### config.mk
export PLATFORM = sky130hd
export DESIGN_NAME = hse_ctrl
export DESIGN_NICKNAME = d
export VERILOG_FILES = /design/src/hse_pkg.sv /design/src/hse_ctrl.sv
export SDC_FILE = /design/constraint.sdc
export NUM_CORES = 1
export LEC_CHECK = 0
export BUFFER_PORTS_ARGS = -buffer_cell sky130_fd_sc_hd__clkbuf_2
export CELL_PAD_IN_SITES_DETAIL_PLACEMENT = 2
export CELL_PAD_IN_SITES_GLOBAL_PLACEMENT = 2
export CORE_AREA = 4 4 41 43
export DETAILED_ROUTE_END_ITERATION = 12
export DIE_AREA = 0 0 45 47
export PLACE_DENSITY = 0.56
export SLEW_MARGIN = 10
export SYNTH_ARGS = -nofsm -noshare
export SYNTH_HDL_FRONTEND = slang
export SYNTH_SLANG_ARGS = --single-unit
### constraint.sdc
create_clock -name clock -period 1.3 [get_ports clock]
set_input_delay 0.065 -clock clock [delete_from_list [all_inputs] [get_ports clock]]
set_output_delay 0.065 -clock clock [all_outputs]
set_load 0.02 [all_outputs]
### src/hse_pkg.sv
// ----------------------------------------------------------------------------
// hse_pkg: shared types for the hash set engine
// Request and response payloads, operation codes, controller states and the
// command/status bundles between the controller and the datapath.
// ----------------------------------------------------------------------------
`default_nettype none

package hse_pkg;

   // Width of the key field on the request channel
   localparam int unsigned KEY_W = 20;

   // Operation codes; the unused code behaves as a lookup
   typedef enum logic [1:0] {
      KIND_ADD      = 2'd0,
      KIND_REMOVE   = 2'd1,
      KIND_CONTAINS = 2'd2
   } hse_kind_type;

   typedef struct packed {
      logic [1:0]       kind;
      logic [KEY_W-1:0] key;
   } hse_req_type;

   typedef struct packed {
      logic present;
      logic status;
   } hse_rsp_type;

   // Controller states
   typedef enum logic [2:0] {
      ST_CLEAR,
      ST_IDLE,
      ST_QUOT,
      ST_PROD,
      ST_MOD,
      ST_READ,
      ST_UPDATE
   } hse_state_type;

   // Controller to datapath
   typedef struct packed {
      logic load;     // capture the request transaction
      logic clear;    // write one empty valid row, advance the sweep
      logic update;   // commit the bucket row and load the response
   } hse_cmd_type;

   // Datapath to controller
   typedef struct packed {
      logic clear_last;   // sweep is at the last bucket row
   } hse_stat_type;

endpackage

`default_nettype wire

### src/hse_ctrl.sv
// ----------------------------------------------------------------------------
// hse_ctrl: sequencing controller for the hash set engine
// Runs the reset sweep, takes one request transaction at a time, steps it
// through the index pipeline and the row update, and owns response valid.
// ----------------------------------------------------------------------------
`default_nettype none

module hse_ctrl (
   input  wire                   clock,
   input  wire                   reset,
   input  wire                   req_valid,
   output logic                  req_ready,
   output logic                  rsp_valid,
   input  wire                   rsp_ready,
   output hse_pkg::hse_cmd_type  cmd,
   input  hse_pkg::hse_stat_type stat
);

   hse_pkg::hse_state_type state_ff;
   hse_pkg::hse_state_type state_in;
   logic                   rsp_valid_ff;
   logic                   rsp_valid_in;

   // State and response valid registers
   always_ff @(posedge clock) begin
      if (reset) begin
         state_ff     <= hse_pkg::ST_CLEAR;
         rsp_valid_ff <= 1'b0;
      end else begin
         state_ff     <= state_in;
         rsp_valid_ff <= rsp_valid_in;
      end
   end

   // Next state and commands
   always_comb begin
      state_in     = state_ff;
      req_ready    = 1'b0;
      cmd          = '0;
      rsp_valid_in = rsp_valid_ff && !rsp_ready;
      case (state_ff)
         hse_pkg::ST_CLEAR: begin
            cmd.clear = 1'b1;
            if (stat.clear_last) begin
               state_in = hse_pkg::ST_IDLE;
            end
         end
         hse_pkg::ST_IDLE: begin
            req_ready = 1'b1;
            if (req_valid) begin
               cmd.load = 1'b1;
               state_in = hse_pkg::ST_QUOT;
            end
         end
         hse_pkg::ST_QUOT: state_in = hse_pkg::ST_PROD;
         hse_pkg::ST_PROD: state_in = hse_pkg::ST_MOD;
         hse_pkg::ST_MOD:  state_in = hse_pkg::ST_READ;
         hse_pkg::ST_READ: begin
            // row is re-read each cycle; move on once the response slot frees
            if (!rsp_valid_ff || rsp_ready) begin
               state_in = hse_pkg::ST_UPDATE;
            end
         end
         hse_pkg::ST_UPDATE: begin
            cmd.update   = 1'b1;
            rsp_valid_in = 1'b1;
            state_in     = hse_pkg::ST_IDLE;
         end
         default: state_in = hse_pkg::ST_CLEAR;
      endcase
   end

   assign rsp_valid = rsp_valid_ff;

`ifndef SYNTHESIS
   // The update never overwrites a response still waiting
   a_no_overwrite: assert property (@(posedge clock) disable iff (reset)
      state_ff == hse_pkg::ST_UPDATE |-> !rsp_valid_ff)
      else $error("response overwritten");

   // No request transaction is taken during the sweep
   a_clear_block: assert property (@(posedge clock) disable iff (reset)
      state_ff == hse_pkg::ST_CLEAR |-> !req_ready)
      else $error("request taken during clearing sweep");

   // An accepted request starts the index pipeline
   a_accept_start: assert property (@(posedge clock) disable iff (reset)
      req_valid && req_ready |=> state_ff == hse_pkg::ST_QUOT)
      else $error("accepted request not started");

   // A response appears only right after a row update
   a_rsp_source: assert property (@(posedge clock) disable iff (reset)
      $rose(rsp_valid_ff) |-> $past(state_ff == hse_pkg::ST_UPDATE))
      else $error("response without update");
`endif

endmodule

`default_nettype wire

==> impl_metrics.toml, run 1 <==
[clocking]
postCtsResizedCells = 0
clock_path_buffers = 2
clkTransAtPathRegs_ns = 0.04
ctsHoldBuffers = 0
cts.sinks = 4
cts-root-buf = "clkbuf_4"
cts_buffers = 3
cts_max_level = 1
insertion_delay_ns = 0.23
post_cts_buffers = 0
cts_tree = "done"

[grt]
grt_antenna_before_repair = 0
grt_remaining_overflow = 0
grt_start_max_net_pins = 10
grt_pass1_vias = 258
grt_pass1_wl_um = 1060
grt_usage_pct = 7.34

[outcome]
outcome = "finished, final reports clean"

[pwr]
ir_worst_vdd_mv = 0.546
power.leakage_nw = 0.146
power.total_uw = 436
seqPwrFrac_pct = 35.7
pwr_density_cell_mw_per_mm2 = 1350
p_switching_uw = 138
combPwrFrac_pct = 29.0
swShare_pct = 31.8
p_int_uw = 297
power_frac_clock_pct = 35.3

[yosys]
syn_inst = 28
synth_cell_types = 17
synth.net_count = 33
syn-cell-area_um2 = 239
syn_area_per_cell_um2 = 8.53
synth_warnings = 0
synth_seq_cells = 4
yosysSeqAreaShare_pct = 33.5

[sta]
hold_viol = 0
rsz0062_at_grt = "false"
setup_tns_ns = 0
period_needed_ns = 1.23
slew_headroom_pct = 76.7
fin_skew_ns = 0.00506
setup_viol = 0
holdWs_ns = 0.0532
report.final.slew_viol_count = 0
max_freq_mhz = 814
worstMarginPinSlew_ns = 0.349
fin_crit_sh_pct = 94.6

[layout]
n_antenna_cell = 0
syn_to_final_growth_pct = 34.6
final_util_pct = 24.7
nNetsFinal = 46
stdcell_count = 54
drive_above_1_share_pct = 46.2
nFillCells = 166

[detailed_routing]
drc = 0
wl_per_cell_um = 11.5
vias = 241
postRouteAntennaNets = 0
drt_first_pass_iters = 1
finalWirelength_um = 621
first_iter_violations = 0
viasPerCell = 4.46

[hold_path]
hold_start = "reset"
hp-class = "input pin to flip-flop"

[worst_setup_path]
crit_slowest_cell = "dfxtp_1"
cp-start-kind = "flip-flop"
crit_arrival_ns = 1.16
worstSetupPathType = "flip-flop to output port"
cp.required_ns = 1.24
path_cells = "nor3b_2 -> and2_1 -> clkbuf_2"
cp-startpoint = "state_ff[2]"
r2r-start = "state_ff[1]"
endpoint_kind = "output port"
critical_path.max_fanout = 9
cpPeakStageDelay_ns = 0.40

[floorplan]
die_x_um = 45
core_mm2 = 0.00130
start_util_pct = 18.4
fp.dieH_um = 47
ios = 10
die-area_mm2 = 0.00212
rows = 13

[placement]
port_buffers = 9
placed_cells = 51
dp_hpwl_um = 496
place.gp.congestion = 0.658

[job]
drv_cap = 0
-- power by group through the flow --
stage	sequential, mW	clock (mW)	combinational [mW]
3_3_place_gp	0.158	0	0.124
5_1_grt	0.159	0.183	0.139
2_1_floorplan	0.148	0	0.103
4_1_cts	0.156	0.162	0.130
3_5_place_dp	0.157	0	0.130
6_report	0.156	0.154	0.126
-- layout by cell type, fill, tap and decap left out, drive strengths merged --
cell type,netlist,routed
buf,2,1
a21oi,3,3
o21a,1,1
nand2,3,3
nand3,1,1
clkbuf,0,12
a311oi,1,1
nor2,3,3
nor3,2,2
and2,1,1
dfxtp,4,4
o211a,1,1
nand2b,2,2
o21ai,1,1
and2b,1,1
nor2b,1,1
nor3b,1,1
-- critical path: cells and delay by family, from the launching register on --
family / cells / cell delay, ns
flops: 1 / 0.40
simple gates: 2 / 0.38
buf+inv: 1 / 0.16
-- flip-flops by register name, indices dropped and copies added (netlist names) --
register,count
state_ff,3
rsp_valid,1
-- routing by layer --
layer / routed length [µm] / vias to the layer above / GRT usage (%) / part of all wire, %
li1: - / 118 / - / -
met1: 252 / 112 / 7.94 / 41
met2: 297 / 11 / 11.3 / 48
met3: 71 / 0 / 6.90 / 11
met4: 0 / 0 / 0 / 0
met5: 0 / - / 0 / 0
-- cells in the mapped netlist --
cell type	instances	area, µm²
dfxtp_1	4	80.1
a21oi_1	3	15.0
nand2_1	3	11.3
nor2_1	3	11.3
nand2b_1	2	12.5
nor3_1	2	10.0
a311oi_2	1	15.0
and2_1	1	6.26
and2b_2	1	8.76
buf_2	1	5.00
buf_6	1	11.3
nand3_1	1	5.00
nor2b_4	1	13.8
nor3b_1	1	7.51
o211a_1	1	10.0
o21a_1	1	7.51
o21ai_2	1	8.76
-- area by class of cell --
cell class,count,area [µm²],share of cell area (%)
tap,15,18.8,5.84
multi-input combinational,22,148,45.9
sequential,4,80.1,24.9
clock buffer,3,22.5,7.00
timing repair buffer,10,52.6,16.3
-- through the flow --
stage	area, µm²	worst slack (ns)
2_1_floorplan	244	0.146
3_3_place_gp	299	0.289
3_5_place_dp	299	0.259
4_1_cts	322	0.0407
5_1_grt	322	0.00457
6_report	322	0.0708
-- worst paths after layout --
path	to	cells after the start	slack, ns
max	cmd[2]	3	0.07
min	state_ff[1]	2	0.05
max reg2reg	state_ff[1]	3	0.26
min reg2reg	rsp_valid	3	0.63
-- cell families (layout without fill, tap and decap cells) --
kind of cell / Yosys count / count (layout) / share of synthesized area, %
AOI/OAI and AO/OA: 7 / 7 / 23.6
buffers and inverters: 2 / 13 / 6.80
and+or+nand+nor: 15 / 15 / 36.1
DFF: 4 / 4 / 33.5
Note: power is estimated with default switching activity, not from simulation.
==> run 2: changes to the inputs <==
--- a/config.mk
+++ b/config.mk
@@ -9,6 +9,7 @@
 export CELL_PAD_IN_SITES_DETAIL_PLACEMENT = 2
 export CELL_PAD_IN_SITES_GLOBAL_PLACEMENT = 2
 export CORE_AREA = 4 4 41 43
+export CTS_BUF_LIST = sky130_fd_sc_hd__clkbuf_8 sky130_fd_sc_hd__clkbuf_16
 export DETAILED_ROUTE_END_ITERATION = 12
 export DIE_AREA = 0 0 45 47
 export PLACE_DENSITY = 0.56
==> impl_metrics.toml, run 2 (synthesis results as in run 1) <==
[sta]
rsz0062_at_grt = "false"
hold_viol = 0
setup_viol = 0
worstMarginPinSlew_ns = 0.346
period_needed_ns = 1.21
max_freq_mhz = 828
slew_headroom_pct = 76.9
setup_tns_ns = 0
report.final.slew_viol_count = 0
fin_crit_sh_pct = 92.9
holdWs_ns = 0.0665
fin_skew_ns = 0.00525

[detailed_routing]
first_iter_violations = 0
wl_per_cell_um = 11.7
viasPerCell = 4.43
drt_first_pass_iters = 1
finalWirelength_um = 631
drc = 0
vias = 239
postRouteAntennaNets = 0

[clocking]
insertion_delay_ns = 0.22
clkTransAtPathRegs_ns = 0.03
cts-root-buf = "clkbuf_8"
ctsHoldBuffers = 0
clock_path_buffers = 2
cts_tree = "done"
cts_max_level = 1
cts_buffers = 3
cts.sinks = 4
postCtsResizedCells = 0
post_cts_buffers = 0

[grt]
grt_pass1_vias = 263
grt_usage_pct = 7.50
grt_antenna_before_repair = 0
grt_start_max_net_pins = 10
grt_remaining_overflow = 0
grt_pass1_wl_um = 1070

[hold_path]
hold_start = "reset"
min_path_cells = 2
hp-class = "input pin to flip-flop"
hold_end = "state_ff[1]"

[worst_setup_path]
cp_top_family = "flip-flops"
r2r-end = "state_ff[1]"
worstSetupPathType = "flip-flop to output port"
critical_path.max_fanout = 9
reg2reg_slack_ns = 0.26
ff2ff_path_depth = 3
crit_arrival_ns = 1.14
path_cells = "nor3b_2 -> and2_1 -> clkbuf_2"
cp-start-kind = "flip-flop"
endpoint_kind = "output port"
cp.buffers_inverters = 1
crit_slowest_cell = "dfxtp_1"
r2r-start = "state_ff[1]"
cp.required_ns = 1.24
cpPeakStageDelay_ns = 0.40

[floorplan]
rows = 13
core_mm2 = 0.00130
die-area_mm2 = 0.00212
start_util_pct = 18.4
die_x_um = 45
ios = 10
fp.dieH_um = 47

[layout]
nNetsFinal = 46
syn_to_final_growth_pct = 42.4
final_util_pct = 26.2
top_register = "state_ff"
drive_above_1_share_pct = 46.2
n_antenna_cell = 0
most-common-layout-cells = "9 x clkbuf_2, 4 x dfxtp_1"
final_common_cell = "clkbuf_2"
largest_register_ffs = 3

[pwr]
pwr_density_cell_mw_per_mm2 = 1590
power.leakage_nw = 0.154
ir_worst_vdd_mv = 0.504
power.total_uw = 543

[placement]
port_buffers = 9
dp_hpwl_um = 496
place.gp.congestion = 0.658

[job]
drv_cap = 0

[outcome]
outcome = "finished, final reports clean"
[run 2: cell counts in the layout (fill, tap and decap cells not counted)]
No cell type changed its count.
[run 2: worst max path at each step]
| stage | depth (start not counted) | slack, ns | to | start |
|---|---|---|---|---|
| after global placement | 3 | 0.29 | state_ff[1] | state_ff[1] |
| final | 3 | 0.09 | cmd[2] | state_ff[2] |
| after global routing | 3 | 0.03 | cmd[2] | state_ff[1] |
| after floorplan | 3 | 0.15 | cmd[2] | state_ff[2] |
| after CTS | 3 | 0.06 | cmd[2] | state_ff[2] |
| after detailed placement | 3 | 0.26 | state_ff[1] | state_ff[1] |
[run 2: layer usage]
metal / routed length, µm / vias up / GRT usage, %
met5: 0 / - / 0
met4: 0 / 0 / 3.51
met3: 68 / 0 / 5.75
met2: 290 / 11 / 11.3
met1: 272 / 109 / 7.71
li1: - / 119 / -
[run 2: worst register-to-register path: stages (launching register included)]
cell	delay, ns
dfxtp_1	0.46
nor2b_4	0.21
o21ai_2	0.06
a311oi_2	0.22
[run 2: area by class of cell]
class,instances,area [µm²]
clock buffer,3,41.3
fill,166,961
multi-input combinational,22,148
sequential,4,80.1
tap,15,18.8
timing repair buffer,10,52.6
[run 2: where the power goes]
group	internal [mW]	switching [mW]	total, mW
registers	0.136	0.0198	0.156
logic	0.0585	0.0677	0.126
clock network	0.197	0.0637	0.261
total	0.392	0.151	0.543
[run 2: through the flow]
step                      instances  area, µm²  worst slack [ns]
after floorplan                  28        244             0.146
after global placement           51        299             0.289
after detailed placement         51        299             0.259
after CTS                        54        340            0.0617
after global routing             54        340            0.0338
final                            54        340            0.0921
==> run 3: changes to the inputs <==
--- a/config.mk
+++ b/config.mk
@@ -13,6 +13,7 @@
 export DETAILED_ROUTE_END_ITERATION = 12
 export DIE_AREA = 0 0 45 47
 export PLACE_DENSITY = 0.56
+export REMOVE_ABC_BUFFERS = 1
 export SLEW_MARGIN = 10
 export SYNTH_ARGS = -nofsm -noshare
 export SYNTH_HDL_FRONTEND = slang
==> constraint.sdc (replaced) <==
create_clock -name clock -period 1.3 [get_ports clock]
set_input_delay 0.39 -clock clock [delete_from_list [all_inputs] [get_ports clock]]
set_output_delay 0.39 -clock clock [all_outputs]
set_load 0.02 [all_outputs]
==> impl_metrics.toml, run 3 (synthesis results as in run 1) <==
[outcome]
outcome = "finished, violations left"
violations = "negative setup slack"

[grt]
grt_usage_pct = 11.8
grtUsageMet2_pct = 22.9
grt_pass1_vias = 319
use_met3_pct = 5.75
use_met1_pct = 9.95
grt_antenna_before_repair = 0
grt_start_max_net_pins = 8
grt_pass1_wl_um = 1630
grt_remaining_overflow = 0
grt.busiest_layer = "met2"

[layout]
final_util_pct = 33.2
n_antenna_cell = 0
nFillCells = 149
top_register = "state_ff"
drive_above_1_share_pct = 63.6
most-common-layout-cells = "5 x clkbuf_8, 5 x clkbuf_2, 5 x buf_4"
syn_to_final_growth_pct = 80.6
largest_register_ffs = 3
nNetsFinal = 51

[detailed_routing]
wl_per_cell_um = 16.6
first_iter_violations = 4
postRouteAntennaNets = 0
drc = 0
viasPerCell = 4.66
finalWirelength_um = 980
drt_first_pass_iters = 4
vias = 275

[sta]
period_needed_ns = 1.47
report.final.slew_viol_count = 0
rsz0062_at_grt = "true"
fin_skew_ns = 0.00756
max_freq_mhz = 683
layout_setup_ws_ns = -0.165
worstMarginPinSlew_ns = 0.203
setup_tns_ns = -0.407
fin_crit_sh_pct = 113
hold_viol = 0
holdWs_ns = 0.400
setup_viol = 4
slew_headroom_pct = 86.5

[floorplan]
core_mm2 = 0.00130
fp.dieH_um = 47
die_x_um = 45
ios = 10
die-area_mm2 = 0.00212
rows = 13
start_util_pct = 18.4

[placement]
dp_hpwl_um = 713
port_buffers = 9
place.gp.congestion = 0.716

[worst_setup_path]
critical_path.max_fanout = 5
cp.required_ns = 0.91
path_cells = "nor3b_2 -> and2_1 -> clkbuf_8"
ff2ff_path_depth = 5
cpPeakStageDelay_ns = 0.35
cp-start-kind = "flip-flop"
crit_arrival_ns = 1.08
reg2reg_slack_ns = 0.24
crit_slowest_cell = "dfxtp_4"
worstSetupPathType = "flip-flop to output port"
r2r-start = "state_ff[0]"
endpoint_kind = "output port"
r2r-end = "state_ff[1]"

[clocking]
clock_path_buffers = 2
cts.sinks = 4
cts_buffers = 3
clkTransAtPathRegs_ns = 0.04
ctsHoldBuffers = 0
cts_tree = "done"
insertion_delay_ns = 0.22
cts_max_level = 1
cts-root-buf = "clkbuf_8"

[job]
drv_cap = 0

[pwr]
power_frac_clock_pct = 42.4
power.leakage_nw = 0.194
ir_worst_vdd_mv = 0.577
seqPwrFrac_pct = 23.7
pwr_density_cell_mw_per_mm2 = 1480
power.total_uw = 638
p_int_uw = 451
p_switching_uw = 187
combPwrFrac_pct = 33.9
swShare_pct = 29.3

[hold_path]
hp-class = "input pin to flip-flop"
min_path_cells = 2
hold_start = "reset"
hold_end = "state_ff[1]"
run 3: cell count changes in the layout (fill, tap and decap cells not counted), sizes merged:
cell and change:
clkbuf -2, buf +7
run 3: per-layer routing:
metal  up-vias  part of all wire [%]
met5         -                     0
met4         0                   3.3
met3         4                   4.6
met2         8                    58
met1       133                    34
li1        130                     -
run 3: timing repair:
action,CTS,global route
buffers inserted,1,0
gates resized for setup,13,6
endpoints found under the setup margin,4,4
pin swaps,1,3
run 3: area by class of cell:
cell class / count / area, µm² / area share (%)
Sequential cell: 4 / 86.3 / 20.0
Timing Repair Buffer: 15 / 124 / 28.7
Tap cell: 15 / 18.8 / 4.35
Multi-Input combinational cell: 22 / 161 / 37.4
Clock buffer: 3 / 41.3 / 9.57
run 3: power by group through the flow:
stage / clock, mW / sequential (mW) / combinational (mW)
2_1_floorplan: 0 / 0.161 / 0.0762
3_5_place_dp: 0 / 0.147 / 0.162
3_3_place_gp: 0 / 0.146 / 0.157
6_report: 0.271 / 0.151 / 0.217
5_1_grt: 0.286 / 0.153 / 0.234
4_1_cts: 0.273 / 0.151 / 0.200
run 3: worst max-delay path: cells and delay by family (launching register included):
family / cells / cell delay, ns
flops: 1 / 0.35
simple gates: 2 / 0.34
buf+inv: 1 / 0.15
run 3: stage by stage:
| stage | instances | setup slack, ns | area [µm²] |
|---|---|---|---|
| after CTS | 59 | -0.165 | 417 |
| after detailed placement | 55 | -0.0416 | 324 |
| after global placement | 55 | 0.0545 | 324 |
| after global routing | 59 | -0.203 | 432 |
| final | 59 | -0.165 | 432 |
| after floorplan | 26 | -0.524 | 223 |
run 3: how the worst max path moves through the flow:
stage                            from  endpoint  cells after the start
after floorplan           state_ff[0]    cmd[2]                      2
after global placement    state_ff[1]    cmd[2]                      3
after detailed placement  state_ff[2]    cmd[2]                      3
after CTS                 state_ff[2]    cmd[2]                      3
after global routing      state_ff[1]    cmd[2]                      3
final                     state_ff[2]    cmd[2]                      3
